## src/sst_pkg.sv

```systemverilog
// shared types and codes of the scoped symbol table
package sst_pkg;

  localparam int SEG_DEPTH_DEF = 64;
  localparam int KEY_BITS_DEF  = 32;
  localparam int NUM_SEG       = 4;

  localparam logic [1:0] KIND_DEFINE = 2'd0;
  localparam logic [1:0] KIND_LOOKUP = 2'd1;
  localparam logic [1:0] KIND_SCOPE  = 2'd2;
  localparam logic [1:0] KIND_UNUSED = 2'd3;

  localparam logic [1:0] SEG_STATIC = 2'd0;
  localparam logic [1:0] SEG_FIELD  = 2'd1;
  localparam logic [1:0] SEG_ARG    = 2'd2;
  localparam logic [1:0] SEG_LOCAL  = 2'd3;

  localparam logic [1:0] STAT_OK    = 2'd0;
  localparam logic [1:0] STAT_MISS  = 2'd1;
  localparam logic [1:0] STAT_FULL  = 2'd2;

  typedef struct packed {
    logic [1:0]  kind;
    logic [31:0] name_key;
    logic [31:0] type_key;
    logic [1:0]  segment;
  } cmd_word_t;

  typedef struct packed {
    logic [1:0]  status;
    logic [1:0]  found_segment;
    logic [5:0]  found_index;
    logic [31:0] found_type;
    logic [6:0]  segment_count;
  } res_word_t;

  // control part of the search token passed from cell to cell
  typedef struct packed {
    logic       active;
    logic       hit;
    logic [1:0] seg;
  } tok_ctl_t;

  // write strobe broadcast to all cells
  typedef struct packed {
    logic       en;
    logic [1:0] seg;
  } wr_sel_t;

  typedef enum logic {
    ST_IDLE,
    ST_SCAN
  } state_t;

endpackage

```

## src/sst_cell.sv

```systemverilog
// one entry cell of the search chain
module sst_cell
  import sst_pkg::*;
#(
  parameter int SEG_DEPTH = SEG_DEPTH_DEF,
  parameter int KEY_BITS  = KEY_BITS_DEF,
  parameter int SEG       = 0,
  parameter int IDX       = 0,
  localparam int IW = (SEG_DEPTH > 1) ? $clog2(SEG_DEPTH) : 1,
  localparam int CW = $clog2(SEG_DEPTH + 1)
) (
  input  logic                clk,
  input  logic                rst,
  input  wr_sel_t             wr_sel,
  input  logic [IW-1:0]       wr_idx,
  input  logic [KEY_BITS-1:0] wr_name,
  input  logic [KEY_BITS-1:0] wr_type,
  input  logic [CW-1:0]       seg_count,
  input  tok_ctl_t            ctl_in,
  input  logic [KEY_BITS-1:0] key_in,
  input  logic [KEY_BITS-1:0] type_in,
  input  logic [IW-1:0]       idx_in,
  output tok_ctl_t            ctl_out,
  output logic [KEY_BITS-1:0] key_out,
  output logic [KEY_BITS-1:0] type_out,
  output logic [IW-1:0]       idx_out
);

  logic [KEY_BITS-1:0] name;
  logic [KEY_BITS-1:0] typ;
  logic                match;
  tok_ctl_t            ctl_next;

  always_comb begin
    match = ctl_in.active && !ctl_in.hit && (seg_count > CW'(IDX)) && (name == key_in);
    ctl_next = ctl_in;
    if (match) begin
      ctl_next.hit = 1'b1;
      ctl_next.seg = 2'(SEG);
    end
  end

  always_ff @(posedge clk) begin
    if (wr_sel.en && wr_sel.seg == 2'(SEG) && wr_idx == IW'(IDX)) begin
      name <= wr_name;
      typ  <= wr_type;
    end
    key_out  <= key_in;
    type_out <= match ? typ : type_in;
    idx_out  <= match ? IW'(IDX) : idx_in;
    if (rst) begin
      ctl_out <= '0;
    end else begin
      ctl_out <= ctl_next;
    end
  end

endmodule

```

## config.mk

```make
export PLATFORM = sky130hd
export DESIGN_NAME = sst_cell
export DESIGN_NICKNAME = d
export VERILOG_FILES = /design/src/sst_pkg.sv /design/src/sst_cell.sv
export SDC_FILE = /design/constraint.sdc
export NUM_CORES = 1
export LEC_CHECK = 0
export BUFFER_PORTS_ARGS = -buffer_cell sky130_fd_sc_hd__buf_2
export CAP_MARGIN = 15
export CORE_ASPECT_RATIO = 1.5
export CORE_MARGIN = 2
export CORE_UTILIZATION = 47
export CTS_CLUSTER_DIAMETER = 120
export DETAILED_ROUTE_END_ITERATION = 7
export GPL_ROUTABILITY_DRIVEN = 0
export PLACE_DENSITY = 0.83
export SYNTH_ARGS = -nofsm -noshare
export SYNTH_HDL_FRONTEND = slang
export SYNTH_SLANG_ARGS = --single-unit
```

## constraint.sdc

```tcl
create_clock -name clk -period 23.2 [get_ports clk]
set_input_delay 4.64 -clock clk [delete_from_list [all_inputs] [get_ports clk]]
set_output_delay 4.64 -clock clk [all_outputs]
set_load 0.01 [all_outputs]
```

# Word level (Yosys, flattened, before mapping)
# Cells that the tools add are included.
# op_classes
order_cmp,1
n_eq_ne,1
n_mux,2
n_reduce_logical,9
# ops
cell,count
$eq A32 B32 Y1,1
$mux W32,1
$gt A7 B1 Y1 const B,1
$logic_not A6 Y1,1
$logic_and A1 B1 Y1,5
$mux W3,1
$logic_not A2 Y1,1
$reduce_or A2 Y1,1
$logic_not A1 Y1,1
# word_totals
register_bits,138
in_bits,156

# Longest topological paths before layout
# depth
ltp_word,5
mapped_depth,6
depth_no_buf,5

# Least setup slack after synthesis
# OpenSTA, ideal clock, no wires.
# synth_timing
kind,input to register
start,input port wr_idx[1]
end,"register name[0], enable pin"
setup_ps,651
t_arrival_ps,11251
required_time_ps,22549
path_slack_ps,11299
path_stages,2
path_buffers,0
cell_sequence,or4_1 nor4_1
# synth_via
elab_chain_cells,2
# synth_lines
element,line_no,source
start: declaration,sst_cell.sv:15,"input logic [IW-1:0] wr_idx,"
$logic_not A6 Y1,sst_cell.sv:44,if (wr_sel.en && wr_sel.seg == 2'(SEG) && wr_idx == IW'(IDX)) begin
$logic_and A1 B1 Y1,sst_cell.sv:44,
end signal: assignment,sst_cell.sv:45,name <= wr_name;
end: declaration,sst_cell.sv:29,logic [KEY_BITS-1:0] name;
# Every way passes these cells.
# A chain may end at the register's enable or synchronous reset.

# Final worst setup path
# layout_timing
start,input port key_in[31]
end,register type_out[21]
# layout_via
elab_chain_cells,3
# layout_lines
element,line_no,source
start: declaration,sst_cell.sv:20,"input logic [KEY_BITS-1:0] key_in,"
$eq A32 B32 Y1,sst_cell.sv:35,match = ctl_in.active && !ctl_in.hit && (seg_count > CW'(IDX)) && (name == key_in);
$logic_and A1 B1 Y1,sst_cell.sv:35,
$mux W32,sst_cell.sv:49,type_out <= match ? typ : type_in;
end signal: assignment,sst_cell.sv:49,
end: declaration,sst_cell.sv:25,"output logic [KEY_BITS-1:0] type_out,"
# Every way passes these cells.

==> results.txt <==
PD cells: 89.2 nW/um2
FF-to-FF path depth: 6
CTS sink cnt: 138
# diodes: 0
total negative slack: 0 ns
Die W: 82.0 um
DR pass1 iterations: 4
Final period util: 0.287
Die Area: 9920 um2
endpoint type of the worst setup path: flop
post-synthesis compound-gate area fraction: 0.00233
part of the power in combinational logic: 0.057
CTS tree: built
actual slew at the worst max-slew pin: 0.828 ns
largest family of logic cells by synthesized area: multiplexers
CP max FO: 28
internal power: 0.441 mW
Worst-path clk slew: 0.05 ns
commonest non-fill, non-tap cell in the layout: buf_2
initial antenna violation count: 0
drc violations: 0
Synth-to-Final Area Change: 42.9%
leakage: 2.71 nW
Synth Area in XOR/XNOR: 0.0653
Seq/Total Area, Yosys: 0.793
clk_skew: 0.00991 ns
number of global-route vias before repair: 2905
syn nets: 393
Worst path max stage delay: 0.65 ns
status: completed
TritonCTS buffer count: 17
#FFs+latches synth: 138
Max-cap violations: 0
# port buffers: 229
Synth Instances: 237
post-synthesis adder-cell area fraction: 0
Critical Path, Cell by Cell: buf_2, xor2_1, nor4_1, nand2_1, nor4_4, buf_4, mux2_2
Rows: 42
Filler cells: 647
hold crit path type: flop to flop
io pins: 230
most frequent cells in the layout: buf_2, dfxtp_1, edfxtp_1
Post-Syn Area: 4290 um2
met2 Track Usage GR: 0.346
Clk Latency, worst-skew pair: 0.41 ns
Psw: 0.106 mW
largest net degree at the start of global routing: 65
crit path from: key_in[31]
initial DRC count: 119
GRT Overall Usage: 0.191
grt ovf: 0
CP Launch Type: primary input
CTS Root Buffer Type: clkbuf_16
share of cells above drive strength 1: 0.583
r2r setup slk: 20.52 ns
max frequency: 150 MHz
Routed WL: 9490 um
crit path DAT: 6.94 ns
Simple-Gate Fraction of Synth Area: 0.0455
H-Tree Depth: 4
post-CTS sizing: 0
YS warnings: 0
worst reg2reg startpoint: name[17]$_DFFE_PP_
CP endpoint: type_out[21]$_DFF_P_
final slew viol count: 0
Max-slew headroom: 0.448
layer with the highest usage: met2
Post-CTS Setup Inserts: 0
reg-to-reg endpoint: type_out[21]$_DFF_P_
synth unique cells: 18
Final Power: 0.547 mW
Initial Util: 0.486
sw frac: 0.194
Clock power frac: 0.462
global routing usage on met3: 0.0722
mux share of post-synthesis cell area: 0.0840
first-pass GRT wire length: 13300 um
Setup Crit Path Kind: primary input to flop
required time of the critical path: 23.49 ns
synthesized area per cell: 18.1 um2
antenna-violating nets left: 0
RSZ-0062 raised after global routing: no
fin nets: 639
Die Ht: 121 um
Via density: 4.69
core area: 8830 um2
crit path time final: 6.65 ns
slowest stage cell on the critical path: nor4_4
CTS Hold Buffers Added: 0
DR WL/cell: 15.7 um
setup violators final: 0
DPL Wire Length: 7100 um
sequential power share: 0.481
Global Route met1 Usage: 0.175
vias: 2844
maximum vdd drop: 0.0000832 V
Clock Tree Buf Depth: 2
Fin. Hold Viols: 0
==> final cells by class <==
type | count | area [um2] | area share
Sequential cell | 138 | 3400 | 0.555
Timing Repair Buffer | 231 | 1160 | 0.189
Multi-Input combinational cell | 95 | 852 | 0.139
Clock buffer | 28 | 551 | 0.0898
Tap cell | 110 | 138 | 0.0225
Clock inverter | 4 | 25.0 | 0.00408
==> power by group through the flow <==
stage / combinational [mW] / sequential (mW) / clock [mW]
after global placement: 0.0303 / 0.268 / 0
after floorplan: 0.00535 / 0.272 / 0
after detailed placement: 0.0311 / 0.268 / 0
final: 0.0309 / 0.263 / 0.253
after CTS: 0.0314 / 0.263 / 0.258
after global routing: 0.0337 / 0.264 / 0.269
==> registers in the layout (all words and copies together) (netlist names) <==
register	count
typ	32
name	32
key_out	32
ctl_out	4
idx_out	6
type_out	32
==> cells by family (layout without fill, tap and decap cells) <==
family | after synthesis | in the layout
compound gates | 1 | 1
xor+xnor | 32 | 32
buf+inv | 4 | 263
flops | 138 | 138
mux | 32 | 32
simple gates | 30 | 30
==> how the worst min path moves through the flow <==
stage                           endpoint  cells past startpoint              start  slack, ns
floorplan           type_out[29]$_DFF_P_                      1  typ[29]$_DFFE_PP_       0.43
global placement    type_out[29]$_DFF_P_                      1  typ[29]$_DFFE_PP_       0.44
detailed placement  type_out[30]$_DFF_P_                      1  typ[30]$_DFFE_PP_       0.45
CTS                  type_out[4]$_DFF_P_                      1   typ[4]$_DFFE_PP_       0.46
global route        type_out[29]$_DFF_P_                      1  typ[29]$_DFFE_PP_       0.48
finish               type_out[4]$_DFF_P_                      1   typ[4]$_DFFE_PP_       0.45
==> layer usage <==
| metal | wire length [um] | vias to the layer above |
|---|---|---|
| li1 | - | 1346 |
| met1 | 3110 | 1332 |
| met2 | 5260 | 143 |
| met3 | 801 | 23 |
| met4 | 316 | 0 |
| met5 | 0 | - |
==> Yosys cell counts <==
cell       n  share of area
nor2b_1    3         0.0044
and2b_1    4         0.0070
or4_1      1         0.0018
nor4_4     1         0.0050
o21ba_2    1         0.0023
xor2_1    32          0.065
nor3b_1    3         0.0052
nand2_1    4         0.0035
edfxtp_1  64           0.45
nor4_1     9          0.013
nor3_1     2         0.0023
dfxtp_1   74           0.35
nand3_1    2         0.0023
mux2_2    29          0.076
buf_6      3         0.0079
buf_4      1         0.0018
mux2_1     3         0.0079
nor2_1     1        0.00087
==> critical path: cells and delay by family <==
| kind | cells | cell delay [ns] |
|---|---|---|
| xor gates and xnor gates | 1 | 0.16 |
| muxes | 1 | 0.39 |
| buffers and inverters | 2 | 0.58 |
| and+or+nand+nor | 3 | 1.15 |
==> per-stage QoR <==
step | hold slack (ns) | setup WS (ns) | std cells | util | instance area [um2]
floorplan | 0.432 | 11.30 | 237 | - | 4290
global placement | 0.436 | 16.10 | 574 | 0.629 | 5550
detailed placement | 0.449 | 16.06 | 574 | 0.629 | 5550
CTS | 0.459 | 16.48 | 606 | 0.694 | 6130
global route | 0.480 | 16.34 | 606 | 0.694 | 6130
finish | 0.453 | 16.55 | 606 | 0.694 | 6130
(Power assumes the default switching activity.)
